[config.mk]
export PLATFORM = sky130hd
export DESIGN_NAME = boiler_power_slot_scheduler_top
export DESIGN_NICKNAME = d
export VERILOG_FILES = /design/src/sv/bpss_pkg.sv /design/src/sv/bpss_tick.sv /design/src/sv/boiler_power_slot_scheduler_top.sv
export SDC_FILE = /design/constraint.sdc
export NUM_CORES = 1
export LEC_CHECK = 0
export BUFFER_PORTS_ARGS = -buffer_cell sky130_fd_sc_hd__buf_2
export CAP_MARGIN = 30
export CORE_UTILIZATION = 41
export CTS_BUF_LIST = sky130_fd_sc_hd__clkbuf_2
export DETAILED_ROUTE_END_ITERATION = 6
export PLACE_DENSITY = 0.61
export SLEW_MARGIN = 20
export SYNTH_ARGS = -nofsm -noshare
export SYNTH_HDL_FRONTEND = slang
export SYNTH_SLANG_ARGS = --single-unit
[constraint.sdc]
create_clock -name clk -period 6.46 [get_ports clk]
set_clock_uncertainty 0.2 [all_clocks]
set_input_delay 0.969 -clock clk [delete_from_list [all_inputs] [get_ports clk]]
set_output_delay 0.969 -clock clk [all_outputs]
set_load 0.03 [all_outputs]
[src/sv/bpss_pkg.sv]
// types and constants shared by the boiler power slot scheduler
// word layouts, register indexes, flow mode bits and scheduler state
// no dependencies
package bpss_pkg;

  // slot counts never exceed 31, so five bits cover every frame size
  localparam int SLOT_W = 5;
  localparam int DEMAND_W = 8;

  // configuration register indexes
  localparam int CFG_IDX_W = 1;
  localparam logic [CFG_IDX_W-1:0] CFG_FLOW_MODE = 1'd0;
  localparam logic [CFG_IDX_W-1:0] CFG_ECO_MODE = 1'd1;
  localparam int CFG_DATA_W = 2;

  // flow mode bits: bit 0 stops the pump, bit 1 closes the water valve
  localparam int FLOW_PUMP_OFF_BIT = 0;
  localparam int FLOW_VALVE_SHUT_BIT = 1;

  typedef struct packed {
    logic                lever_on;
    logic                tank_empty;
    logic                boiler_low;
    logic [DEMAND_W-1:0] brew_demand;
    logic [DEMAND_W-1:0] steam_demand;
  } in_word_t;

  typedef struct packed {
    logic pump_on;
    logic water_valve_open;
    logic fill_valve_open;
    logic brew_heater_on;
    logic steam_heater_on;
    logic brewing;
  } out_word_t;

  typedef struct packed {
    logic              brew_active;
    logic [SLOT_W-1:0] slot_index;
    logic [SLOT_W-1:0] brew_slots;
    logic [SLOT_W-1:0] steam_slots;
  } sched_state_t;

endpackage

[src/sv/bpss_tick.sv]
// per-tick logic: pump and valve drive, frame demand latch, slot select
// depends on bpss_pkg
// purely combinational; the caller holds state and result registers
module bpss_tick #(
  parameter int FRAME_SLOTS = 25
) (
  input  bpss_pkg::in_word_t     in_word,
  input  bpss_pkg::sched_state_t state,
  input  logic [1:0]             flow_mode,
  input  logic                   eco_mode,
  output bpss_pkg::out_word_t    out_word,
  output bpss_pkg::sched_state_t state_next
);
  import bpss_pkg::*;

  localparam logic [SLOT_W-1:0] FRAME = SLOT_W'(FRAME_SLOTS);
  localparam logic [SLOT_W:0]   FRAME_WIDE = (SLOT_W + 1)'(FRAME_SLOTS);

  logic              brewing;
  logic              refill;
  logic              active_next;
  logic [SLOT_W-1:0] idx;
  logic [SLOT_W-1:0] b_sat;
  logic [SLOT_W-1:0] s_sat;
  logic [SLOT_W-1:0] b_share;
  logic [SLOT_W-1:0] s_share;
  logic [SLOT_W+1:0] b_x3;
  logic [SLOT_W-1:0] brew_cur;
  logic [SLOT_W-1:0] steam_cur;
  logic [SLOT_W:0]   frame_used;
  logic              bh;
  logic              sh;

  // brew flag and refill decision
  always_comb begin
    brewing = 1'b0;
    refill = 1'b0;
    active_next = state.brew_active;
    if (!state.brew_active) begin
      if (!in_word.tank_empty) begin
        if (in_word.lever_on) begin
          brewing = 1'b1;
          active_next = 1'b1;
        end else if (in_word.boiler_low) begin
          refill = 1'b1;
        end
      end
    end else begin
      if (in_word.lever_on) begin
        brewing = 1'b1;
      end else begin
        active_next = 1'b0;
      end
    end
  end

  // frame position, wrapped if it ever lands outside the frame
  assign idx = (state.slot_index >= FRAME) ? '0 : state.slot_index;

  // saturate demands to the frame, eco drops steam, share on overflow
  always_comb begin
    b_sat = (in_word.brew_demand > DEMAND_W'(FRAME_SLOTS)) ? FRAME
                                                           : in_word.brew_demand[SLOT_W-1:0];
    s_sat = (in_word.steam_demand > DEMAND_W'(FRAME_SLOTS)) ? FRAME
                                                            : in_word.steam_demand[SLOT_W-1:0];
    if (eco_mode) begin
      s_sat = '0;
    end
    b_x3 = {2'b00, b_sat} + {1'b0, b_sat, 1'b0};
    b_share = b_sat;
    s_share = s_sat;
    if (({1'b0, b_sat} + {1'b0, s_sat}) > FRAME_WIDE) begin
      if (!brewing) begin
        b_share = b_x3[SLOT_W+1:2];
      end
      s_share = FRAME - b_share;
    end
  end

  // latched shares are refreshed only at frame start
  assign brew_cur = (idx == '0) ? b_share : state.brew_slots;
  assign steam_cur = (idx == '0) ? s_share : state.steam_slots;

  // brew slots first, then steam slots, then idle
  assign frame_used = {1'b0, brew_cur} + {1'b0, steam_cur};
  assign bh = idx < brew_cur;
  assign sh = !bh && ({1'b0, idx} < frame_used);

  always_comb begin
    state_next.brew_active = active_next;
    state_next.brew_slots = brew_cur;
    state_next.steam_slots = steam_cur;
    state_next.slot_index = (idx >= FRAME - SLOT_W'(1)) ? '0 : idx + SLOT_W'(1);
  end

  // drive outputs
  always_comb begin
    out_word.pump_on = refill;
    out_word.water_valve_open = refill;
    out_word.fill_valve_open = refill;
    if (brewing) begin
      out_word.pump_on = !flow_mode[FLOW_PUMP_OFF_BIT];
      out_word.water_valve_open = !flow_mode[FLOW_VALVE_SHUT_BIT];
    end
    out_word.brew_heater_on = bh;
    out_word.steam_heater_on = sh;
    out_word.brewing = brewing;
  end

endmodule

[src/sv/boiler_power_slot_scheduler_top.sv]
// top level of the boiler power slot scheduler: handshakes, registers, config
// depends on bpss_pkg and bpss_tick
//
// Usage:
//   One input word per control tick on in_valid/in_stall carries the brew
//   switch, the tank and boiler levels and the two heater demands. For each
//   accepted word exactly one output word leaves on out_valid/out_stall with
//   the pump, valve and heater drives for that tick.
//   The word is captured in an input register, and the tick logic (a handful
//   of compares and short adds) feeds the output register, which loads
//   together with the step of the scheduler state.
//   Throughput is one word per cycle while the receiver does not stall; the
//   input register keeps filling while the output register is being taken.
//   When the receiver stalls, the output word holds; the input register
//   holds one more word and then in_stall rises until the output drains.
//   Configuration (flow_mode at index 0, eco_mode at index 1) on cfg_wr_en/
//   cfg_index/cfg_data is the user's to write only while no word is in flight.
//   Reset (rst, synchronous) empties both registers, clears the brew flag,
//   puts the frame at its first slot with no shares, and zeroes the config.
module boiler_power_slot_scheduler_top #(
  parameter int FRAME_SLOTS = 25
) (
  input  logic                               clk,
  input  logic                               rst,
  input  logic                               in_valid,
  output logic                               in_stall,
  input  bpss_pkg::in_word_t                 in_word,
  output logic                               out_valid,
  input  logic                               out_stall,
  output bpss_pkg::out_word_t                out_word,
  input  logic                               cfg_wr_en,
  input  logic [bpss_pkg::CFG_IDX_W-1:0]     cfg_index,
  input  logic [bpss_pkg::CFG_DATA_W-1:0]    cfg_data
);
  import bpss_pkg::*;

  localparam logic [SLOT_W-1:0] FRAME = SLOT_W'(FRAME_SLOTS);

  logic         s1_valid;
  in_word_t     s1_word;
  logic         advance;
  logic         in_take;
  logic [1:0]   flow_mode;
  logic         eco_mode;
  sched_state_t state;
  sched_state_t state_next;
  out_word_t    result_next;

  // pipeline control
  assign advance = s1_valid && (!out_valid || !out_stall);
  assign in_stall = s1_valid && !advance;
  assign in_take = in_valid && !in_stall;

  // configuration registers
  always_ff @(posedge clk) begin
    if (rst) begin
      flow_mode <= '0;
      eco_mode <= 1'b0;
    end else if (cfg_wr_en) begin
      unique case (cfg_index)
        CFG_FLOW_MODE: flow_mode <= cfg_data[1:0];
        CFG_ECO_MODE:  eco_mode <= cfg_data[0];
        default:       flow_mode <= flow_mode;
      endcase
    end
  end

  // input register
  always_ff @(posedge clk) begin
    if (rst) begin
      s1_valid <= 1'b0;
    end else if (in_take) begin
      s1_valid <= 1'b1;
    end else if (advance) begin
      s1_valid <= 1'b0;
    end
  end

  always_ff @(posedge clk) begin
    if (in_take) begin
      s1_word <= in_word;
    end
  end

  bpss_tick #(
    .FRAME_SLOTS(FRAME_SLOTS)
  ) u_tick (
    .in_word   (s1_word),
    .state     (state),
    .flow_mode (flow_mode),
    .eco_mode  (eco_mode),
    .out_word  (result_next),
    .state_next(state_next)
  );

  // scheduler state steps once per word
  always_ff @(posedge clk) begin
    if (rst) begin
      state <= '0;
    end else if (advance) begin
      state <= state_next;
    end
  end

  // output register
  always_ff @(posedge clk) begin
    if (rst) begin
      out_valid <= 1'b0;
    end else if (advance) begin
      out_valid <= 1'b1;
    end else if (!out_stall) begin
      out_valid <= 1'b0;
    end
  end

  always_ff @(posedge clk) begin
    if (advance) begin
      out_word <= result_next;
    end
  end

  // checks
  a_take_fills: assert property (@(posedge clk) disable iff (rst)
    in_take |=> s1_valid)
    else $error("accepted word not held in input register");

  a_slot_in_frame: assert property (@(posedge clk) disable iff (rst)
    state.slot_index < FRAME)
    else $error("slot index outside frame");

  a_shares_fit: assert property (@(posedge clk) disable iff (rst)
    ({1'b0, state.brew_slots} + {1'b0, state.steam_slots}) <= {1'b0, FRAME})
    else $error("heater shares overflow frame");

  a_one_heater: assert property (@(posedge clk) disable iff (rst)
    out_valid |-> !(out_word.brew_heater_on && out_word.steam_heater_on))
    else $error("both heaters on in one slot");

  a_refill_not_brew: assert property (@(posedge clk) disable iff (rst)
    out_valid && out_word.fill_valve_open |->
      !out_word.brewing && out_word.pump_on && out_word.water_valve_open)
    else $error("fill valve open outside refill");

endmodule
== Yosys cells after proc, flatten, opt, wreduce, memory -nomap -nowiden ==
Cells that the tools add are included.
Widths: inputs -> output; s select.

* Input bits: 27
* Word-level logic and storage cells: 72
* Output and inout port bits: 8
* Flip-flop bits (word level): 46

* Mux-type cells: 23
* Eq/ne operators: 1
* Reduce and logical (&&, ||, !) cells: 16
* Bitwise operators: 1
* $lt $le $gt $ge: 7
* Add/subtract/negate cells: 5

{| class="wikitable"
|+ Operators by type and width
! kind !! number
|-
| $mux 5 || 11
|-
| $gt 8x5->1 const B || 2
|-
| $add 5x5->6 || 2
|-
| $mux 1 || 11
|-
| $ge 5x5->1 const B || 2
|-
| $add 5x6->7 || 1
|-
| $logic_not 1->1 || 7
|-
| $gt 6x5->1 const B || 1
|-
| $lt 5x6->1 || 1
|-
| $add 5x1->5 const B || 1
|-
| $logic_not 5->1 || 1
|-
| $lt 5x5->1 || 1
|-
| $sub 5x5->5 const A || 1
|-
| $logic_and 1x1->1 || 4
|-
| $reduce_and 2->1 || 2
|-
| $mux 2 || 1
|-
| $ne 2x1->1 const B || 1
|-
| $reduce_bool 2->1 || 1
|-
| $logic_or 1x1->1 || 1
|-
| $not 1->1 || 1
|}

== Logic depth before layout (Yosys ltp) ==
Gate-level depths: netlist of the first run.

* Depth after elaboration: 12
* Gate-level depth with buffers: 25
* Depth with buffers taken out: 24

== By module ==
From an unflattened synthesis of the first run, not the netlist that was laid out.

* Cell total of the unflattened synthesis: 330
* Area total of the unflattened synthesis: 3041.7 um^2

{| class="wikitable"
|+ By module, submodules not included
! module !! cells an instance !! area each (um^2) !! sequential area each (um^2) !! instances
|-
| boiler_power_slot_scheduler_top || 117 || 1554.0 || 1171.1 || 1
|-
| bpss_tick || 213 || 1487.7 || 0.0 || 1
|}

== Worst setup path after synthesis of the first run ==
OpenSTA, ideal clock, no wires.

* Path type: register -> register
* Start point: register s1_word[6] (netlist bit)
* End point: register out_word[1] (netlist bit), data pin
* Stages on the path, launching flop included: 22
* Clock period less this slack: 5.144 ns
* Library setup time: 0.267 ns
* Slack: 1.316 ns
* Arrival time: 4.678 ns
* Data required time: 5.993 ns
* Path buffers: 1
* Cells stage by stage: edfxtp_1 -> nor3_1 -> nand2_1 -> nor3b_1 -> ha_1 -> a211o_1 -> a2111o_1 -> o31a_4 -> nand2_1 -> buf_2 -> o21ai_0 -> mux2_2 -> ha_1 -> nand3_1 -> o21ai_0 -> a31oi_1 -> a21bo_1 -> ha_1 -> o21a_1 -> o21ai_0 -> a211oi_1 -> a211oi_2

{| class="wikitable"
|+ RTL lines
! what !! RTL line !! text
|-
| start: declaration || boiler_power_slot_scheduler_top.sv:40 || <nowiki>in_word_t s1_word;</nowiki>
|-
| start signal: assignment || boiler_power_slot_scheduler_top.sv:81 || <nowiki>s1_word <= in_word;</nowiki>
|-
| end signal: assignment || boiler_power_slot_scheduler_top.sv:118 || <nowiki>out_word <= result_next;</nowiki>
|-
| end: declaration || boiler_power_slot_scheduler_top.sv:30 || <nowiki>output bpss_pkg::out_word_t out_word,</nowiki>
|}

==> impl_metrics.toml, run 1 <==
[outcome]
status = "finished, final reports clean"

[critical_path]
cp_max_fo = 11
path_depth = 20
required_ps = 6500
crit_family = "compound AO/OA/AOI/OAI gates"
cp_slowest_stage_delay_ps = 530
cp-end-kind = "register"
critPathKind = "reg -> reg"
crit_path_start_kind = "register"
slowest_stage = "nor3b_1"
rr_worst_depth = 20
crit_chain = "nor3_1, nand2_1, nor3b_1, ha_1, a211o_1, a2111o_1, o31a_4, nand2_1, o21ai_0, mux2_2, ha_1, nand3_1, o21ai_0, a31oi_1, a21bo_1, ha_1, o21a_1, o21ai_0, a211oi_1, a211oi_2"
arrival_ps = 5780
critical_path_buf_inv_count = 0

[route]
routedWlPerCell_microns = 12.6
final_antenna_net_count = 0
drt-total-wl_mm = 5.61
drt_iter0_markers = 87
drc_errors = 0
via_per_inst = 5.29
vias = 2365
dr.pass1.iters = 4

[final_layout]
multi_input_area_sq_um = 1650
fin_area_sq_um = 3260
syn_to_final_growth_pct = 10.7
final_cell_mix = "nor2_1, buf_2, nand2_1, a21oi_1, ha_1"
seq_area_sq_um = 1170
diodes = 0
fillers = 669
finish.utilization_pct = 47.4
drive_gt1_share_pct = 15.7
final_nets = 405

[clock_tree]
cts_max_level = 2
cts_hold_buf = 0
cts_sinks = 46
cts-root-buf = "clkbuf_2"
cts_tree = "yes"
path_clk_slew_ps = 280
clk_path_buf_depth = 2
clk_latency_ps = 440
cts_buffers = 5
cts.repair.resized = 0
post_cts_buffers = 0

[sta]
worst_slack_ps = 720
setup-violations-final = 0
fin_setup_tns_ps = 0
worst_pin_slew_ps = 902
min_period_ps = 5740
rsz0062_at_grt = "no"
timing_hold_violations_final = 0
min_period_over_period_pct = 88.9
max_freq_mhz = 174
hold_ws_ps = 270
final_max_slew_viol_count = 0
max_slew_margin_pct = 39.6

[yosys]
ys_warn_count = 0
syn-instance-count = 317
netlist_area_sq_um = 2950
synth_area_per_cell_sq_um = 9.29
synth_edf_count = 25
synth_seq_cells = 46
synth.distinct_cells = 51
mappedNetlistNets = 372
yosysTopAreaCellShare_pct = 25.5
yosysSeqAreaShare_pct = 39.8
async_flop_share_pct = 0
synth.area.top_cells = "edfxtp_1, dfxtp_1, ha_1, a21oi_1, nor2_1"
synth_flop_cell = "edfxtp_1"
synth_largest_area_cell = "edfxtp_1"

[place]
dpl_cell_area_sq_um = 3210
place_ws_ps = 664
port_buffers = 34
place.gp.congestion = 0.849
place_hpwl_mm = 4.48

[hold_path]
holdCritPathClass = "reg -> reg"
whs_path_depth = 2

[power]
ir_worst_vdd_mv = 0.0849
p_leak_uw = 0.00138
powerDensity_nw_per_um2 = 204

[die]
start_util_pct = 42.9
ioPinCount = 35
die_width_microns = 86.8
floorplan.die_area_sq_um = 7530
die_h_microns = 86.8
num_rows = 30
design.core.area_sq_um = 6870

[global_route]
grt_pass1_vias = 2148
grt-ovfl-total = 0
grt_max_degree = 22
grt_first_pass_wirelength_mm = 9.47
antenna_found_initial = 0
track_usage_pct = 15.9

[run]
maxCapViolations = 0
==> cell families after synthesis <==
logic type               count (synthesis)  synth area share, %
AND/OR/NAND/NOR                        103                 15.9
AO/OA/AOI/OAI                           91                 22.3
flip-flops                              46                 39.8
buffers and inverters                   32                 4.16
adder cells (fa/ha/maj)                 28                 12.4
multiplexers                             9                 3.10
XOR/XNOR                                 8                 2.38
==> report_power, final <==
part / leakage [uW] / switching (uW) / internal, uW
logic: 0.000940 / 118 / 83.9
registers: 0.000412 / 8.34 / 326
clock network: 0.0000256 / 99.9 / 27.7
==> metrics by stage <==
step / power (uW) / instances
after detailed placement: 543 / 439
after global placement: 539 / 439
final: 664 / 447
after global routing: 707 / 447
after CTS: 672 / 447
after floorplan: 495 / 317
==> cell usage after synthesis, types with 3 or more instances <==
library cell,count
nand3b_1,3
nand2_1,33
nand3_1,9
inv_1,21
nor2_1,34
o21a_1,5
nor3_1,7
ha_1,26
a21oi_1,26
xor2_1,4
a21o_1,3
xnor2_1,4
and3_1,4
a21boi_0,3
a41oi_1,3
o211ai_1,4
edfxtp_1,25
o21ai_0,16
a211oi_1,9
dfxtp_1,21
a31oi_1,6
mux2i_1,8
nand2b_1,3
clkbuf_1,8
==> area by class of cell <==
| cell class | count | area share [%] |
|---|---|---|
| Multi-Input combinational cell | 239 | 50.7 |
| Clock buffer | 5 | 0.768 |
| Inverter | 22 | 2.53 |
| Timing Repair Buffer | 36 | 5.68 |
| Sequential cell | 46 | 35.9 |
| Tap cell | 96 | 3.69 |
| Clock inverter | 3 | 0.729 |
==> worst paths after layout <==
kind,startpoint,end,slack [ps]
setup / recovery,s1_word[6]$_DFFE_PP_,out_word[1]$_DFFE_PP_,720
hold / removal,state[3]$_SDFFE_PP0P_,state[3]$_SDFFE_PP0P_,270
setup reg to reg,s1_word[6]$_DFFE_PP_,out_word[1]$_DFFE_PP_,720
hold reg to reg,state[3]$_SDFFE_PP0P_,state[3]$_SDFFE_PP0P_,270
==> registers in the layout (all words and copies together) (netlist names), named ones only <==
name / flops
eco_mode: 1
flow_mode: 2
out_valid: 1
out_word: 6
s1_valid: 1
s1_word: 19
state: 15
==> layer usage <==
layer	wire (microns)	track usage, %	vias up
met2	2760	28.6	35
li1	-	-	1214
met1	2660	19.6	1109
met4	55	3.94	0
met3	134	2.95	7
met5	0	0	-
==> worst min-delay path, stage by stage (launching register included) <==
cell and delay [ps]:
dfxtp_1 360, nand2_1 50, a21oi_1 50
(Power assumes the default switching activity.)
==> run 2: changes to the inputs <==
--- a/config.mk
+++ b/config.mk
@@ -5,8 +5,10 @@
 export SDC_FILE = /design/constraint.sdc
 export NUM_CORES = 1
 export LEC_CHECK = 0
+export ABC_CLOCK_PERIOD_IN_PS = 6460
 export BUFFER_PORTS_ARGS = -buffer_cell sky130_fd_sc_hd__buf_2
 export CAP_MARGIN = 30
+export CORE_MARGIN = 8
 export CORE_UTILIZATION = 41
 export CTS_BUF_LIST = sky130_fd_sc_hd__clkbuf_2
 export DETAILED_ROUTE_END_ITERATION = 6
==> run 2 against run 1 <==
Fmax rose by 0.22%; highest routed layer unchanged; utilization is 1.1 points lower; register-to-register slack about the same; final cell count increased by 0.89%; largest power group unchanged; critical path depth grew 3; critical endpoint unchanged; flip-flop and latch count is the same; count of clock-buffer cells in the layout unchanged.
==> impl_metrics.toml, run 2 (same netlist as run 1, synthesis figures left out) <==
[outcome]
status = "finished, final reports clean"

[route]
final_antenna_net_count = 0
via_per_inst = 5.11
routedWlPerCell_microns = 13.0
drc_errors = 0
drt_iter0_markers = 64
dr.pass1.iters = 4
drt-total-wl_mm = 5.85
vias = 2306

[critical_path]
rr_startpoint = "s1_word[6]$_DFFE_PP_"
slowest_stage = "fa_1"
crit_path_start_kind = "register"
cp_max_fo = 11
rrSetupSlack_ps = 730
cp-end-kind = "register"
critPathKind = "reg -> reg"
crit_start = "s1_word[6]$_DFFE_PP_"
arrival_ps = 5720
cp_slowest_stage_delay_ps = 490
crit_chain = "nor3_1, nand2_1, nor2_1, nor2_1, ha_1, fa_1, xor2_1, nor2_1, o211ai_1, nand2_1, nand2_1, o21ai_0, mux2_2, ha_1, nand3_1, o21ai_0, a31oi_1, a21bo_1, ha_1, o21a_1, o21ai_0, a211oi_1, a211oi_2"
required_ps = 6450

[clock_tree]
cts_max_level = 2
clk_path_buf_depth = 2
cts_buffers = 5
clk_latency_ps = 420
post_cts_buffers = 0
cts.repair.resized = 0
path_clk_slew_ps = 230
cts_tree = "yes"
cts_sinks = 46
cts-root-buf = "clkbuf_2"
cts_hold_buf = 0

[sta]
max_slew_margin_pct = 62.4
max_freq_mhz = 175
worst_slack_ps = 732
fin_setup_tns_ps = 0
worst_pin_slew_ps = 548
rsz0062_at_grt = "no"
timing_hold_violations_final = 0
setup-violations-final = 0
final_max_slew_viol_count = 0
min_period_over_period_pct = 88.7
min_period_ps = 5730

[place]
dpl_cell_area_sq_um = 3210
placedCellCount = 442
place_hpwl_mm = 4.61
place_ws_ps = 762
port_buffers = 34
place.gp.congestion = 0.827

[final_layout]
fin_cells = 451
finish.utilization_pct = 46.3
final_cell_mix = "nor2_1, buf_2, nand2_1, a21oi_1, ha_1"
diodes = 0
largest_reg_flops = 19
syn_to_final_growth_pct = 11.6
fin_area_sq_um = 3290
regMostFlops = "s1_word"
largest_registers = "s1_word x19, state x15, out_word x6"
final_nets = 406
drive_gt1_share_pct = 15.9

[global_route]
grt_first_pass_wirelength_mm = 10.0
track_usage_pct = 12.2
use_met2_pct = 21.2
grt_use_met3_pct = 2.76
top_usage_layer = "met2"
antenna_found_initial = 0
grt_max_degree = 22
grt_pass1_vias = 2214
grt_use_met1_pct = 14.7
grt-ovfl-total = 0

[power]
powerDensity_nw_per_um2 = 212
swShare_pct = 31.8
p_leak_uw = 0.00140
combPwrFrac_pct = 29.1
ir_worst_vdd_mv = 0.106
pwr-share-clk_pct = 22.8
p_int_uw = 475
switching_power_uw = 222
pwr-share-seq_pct = 48.1

[run]
maxCapViolations = 0

[die]
floorplan.die_area_sq_um = 10200
ioPinCount = 35
design.core.area_sq_um = 7100
die_width_microns = 101
start_util_pct = 41.5
die_h_microns = 101
num_rows = 31

[hold_path]
holdCritPathClass = "reg -> reg"
hold_start = "flow_mode[1]$_SDFFE_PP0P_"
run 2: area by class of cell:
cell class,count,area [sq um]
clock inverters,3,40.0
inverters,22,82.6
multi-input cells,239,1650
repair buffers,37,193
fillers,705,3810
flip-flops and latches,46,1170
well taps,99,124
clock buffers,5,25.0
run 2: per-stage QoR:
stage / hold slack [ps] / power [uW]
after detailed placement: 248 / 542
after global routing: 304 / 737
after CTS: 273 / 701
final: 270 / 696
after floorplan: 233 / 495
after global placement: 241 / 538
run 2: final timing paths:
check / end / depth (start not counted)
setup / recovery: out_word[1]$_DFFE_PP_ / 23
setup reg to reg: out_word[1]$_DFFE_PP_ / 23
hold / removal: flow_mode[1]$_SDFFE_PP0P_ / 2
hold reg to reg: flow_mode[1]$_SDFFE_PP0P_ / 2
run 2: power by group through the flow:
stage / clock, uW / sequential (uW) / combinational [uW]
2_1_floorplan: 0 / 344 / 151
5_1_grt: 172 / 337 / 228
3_3_place_gp: 0 / 341 / 197
3_5_place_dp: 0 / 341 / 201
4_1_cts: 164 / 335 / 202
6_report: 159 / 335 / 203
run 2: metal layers:
layer / wire length (microns) / up-vias
met4: 43 / 0
met5: 0 / -
met1: 2830 / 1051
met3: 182 / 4
met2: 2790 / 36
li1: - / 1215
run 2: critical path: cells and delay by family (launching register included):
kind                     cells  cell delay (ps)
adder cells (fa/ha/maj)      4             1390
AND/OR/NAND/NOR              8             1350
multiplexers                 1              300
flip-flops                   1              400
XOR/XNOR                     1              180
AO/OA/AOI/OAI                9             1740
==> run 3: changes to the inputs <==
--- a/config.mk
+++ b/config.mk
@@ -10,7 +10,7 @@
 export CAP_MARGIN = 30
 export CORE_MARGIN = 8
 export CORE_UTILIZATION = 41
-export CTS_BUF_LIST = sky130_fd_sc_hd__clkbuf_2
+export CTS_BUF_LIST = sky130_fd_sc_hd__clkbuf_8
 export DETAILED_ROUTE_END_ITERATION = 6
 export PLACE_DENSITY = 0.61
 export SLEW_MARGIN = 20
==> run 3 against run 2 <==
Hold slack got worse by 12 ps; clock power increased by 33%; routed wire length increased by 0.48%; flip-flop and latch count unchanged; count of clock-buffer cells in the layout unchanged; sequential power about the same; sequential share of layout area decreased by 0.47 points; die area unchanged; via count unchanged; critical path depth unchanged; register-to-register slack about the same; global-route usage about the same; largest power group unchanged; highest routed layer unchanged.
==> impl_metrics.toml, run 3 (same netlist as run 1, synthesis figures left out) <==
[outcome]
status = "finished, final reports clean"

[final_layout]
fin_cells = 451
largest_registers = "s1_word x19, state x15, out_word x6"
syn_to_final_growth_pct = 13.1
drive_gt1_share_pct = 15.9
diodes = 0
final_cell_mix = "nor2_1, buf_2, nand2_1, a21oi_1, ha_1"
multi_input_area_sq_um = 1650
finish.utilization_pct = 46.9
largest_reg_flops = 19
fillers = 706
seq_area_sq_um = 1170
final_nets = 406
regMostFlops = "s1_word"
fin_area_sq_um = 3330

[power]
p_leak_uw = 0.00141
ir_worst_vdd_mv = 0.100
powerDensity_nw_per_um2 = 225

[global_route]
grt_first_pass_wirelength_mm = 10.0
grt-ovfl-total = 0
antenna_found_initial = 0
grt_max_degree = 22
grt_pass1_vias = 2225
track_usage_pct = 12.2

[critical_path]
required_ps = 6300
arrival_ps = 5580
critPathKind = "reg -> reg"
cp_max_fo = 11
cp-end-kind = "register"
cp_slowest_stage_delay_ps = 490
crit_path_start_kind = "register"
rrSetupSlack_ps = 730
crit_chain = "nor3_1, nand2_1, nor2_1, nor2_1, ha_1, fa_1, xor2_1, nor2_1, o211ai_1, nand2_1, nand2_1, o21ai_0, mux2_2, ha_1, nand3_1, o21ai_0, a31oi_1, a21bo_1, ha_1, o21a_1, o21ai_0, a211oi_1, a211oi_2"
slowest_stage = "fa_1"

[die]
design.core.area_sq_um = 7100
die_h_microns = 101
num_rows = 31
start_util_pct = 41.5
floorplan.die_area_sq_um = 10200
die_width_microns = 101
ioPinCount = 35

[sta]
hold_ws_ps = 258
setup-violations-final = 0
final_max_slew_viol_count = 0
max_freq_mhz = 174
timing_hold_violations_final = 0
min_period_over_period_pct = 88.7
max_slew_margin_pct = 62.3
worst_pin_slew_ps = 550
rsz0062_at_grt = "no"
fin_setup_tns_ps = 0
min_period_ps = 5730

[route]
drt_iter0_markers = 108
dr.pass1.iters = 4
via_per_inst = 5.11
vias = 2306
final_antenna_net_count = 0
drt-total-wl_mm = 5.87
drc_errors = 0
routedWlPerCell_microns = 13.0

[clock_tree]
path_clk_slew_ps = 90
cts_max_level = 2
post_cts_buffers = 0
cts_buffers = 5
cts_sinks = 46
cts_tree = "yes"
cts-root-buf = "clkbuf_8"
cts_hold_buf = 0
clk_path_buf_depth = 2
clk_latency_ps = 300
cts.repair.resized = 0

[place]
dpl_cell_area_sq_um = 3210
placedCellCount = 442
place_hpwl_mm = 4.61
place.gp.congestion = 0.827
port_buffers = 34

[run]
maxCapViolations = 0

[hold_path]
holdCritPathClass = "reg -> reg"
[run 3: cell types whose count changed in the layout (fill, tap and decap cells not counted)]
| cell | change |
|---|---|
| clkbuf_2 | -5 |
| clkbuf_8 | +5 |
[run 3: final cells by class]
cell class | count | area share [%]
repair buffers | 37 | 5.79
well taps | 99 | 3.72
clock buffers | 5 | 2.07
flip-flops and latches | 46 | 35.2
inverters | 22 | 2.48
clock inverters | 3 | 1.20
multi-input cells | 239 | 49.6
[run 3: final timing paths]
path | endpoint | from | cells past startpoint
hold reg to reg | flow_mode[1]$_SDFFE_PP0P_ | flow_mode[1]$_SDFFE_PP0P_ | 2
setup reg to reg | out_word[1]$_DFFE_PP_ | s1_word[6]$_DFFE_PP_ | 23
hold / removal | flow_mode[1]$_SDFFE_PP0P_ | flow_mode[1]$_SDFFE_PP0P_ | 2
setup / recovery | out_word[1]$_DFFE_PP_ | s1_word[6]$_DFFE_PP_ | 23
[run 3: routing by layer]
layer	global-route usage (%)	wire length (microns)
met1	14.7	2770
met2	21.4	2850
met3	2.76	204
met4	2.79	48
met5	0	0
[run 3: worst max-delay path: cells and delay by family (launching register included)]
kind,cells,cell delay [ps]
AOI/OAI and AO/OA,9,1720
xor gates and xnor gates,1,180
adders and majority gates,4,1390
DFF,1,360
muxes,1,290
and+or+nand+nor,8,1340
[run 3: power by group]
group	internal [uW]	total [uW]	switching, uW
combinational	84.2	203	119
clock	114	211	97.1
sequential	326	334	8.43
[run 3: per-stage QoR]
step	power, uW	worst slack (ps)
floorplan	495	1320
global placement	538	895
detailed placement	542	762
CTS	754	745
global route	790	276
finish	748	727
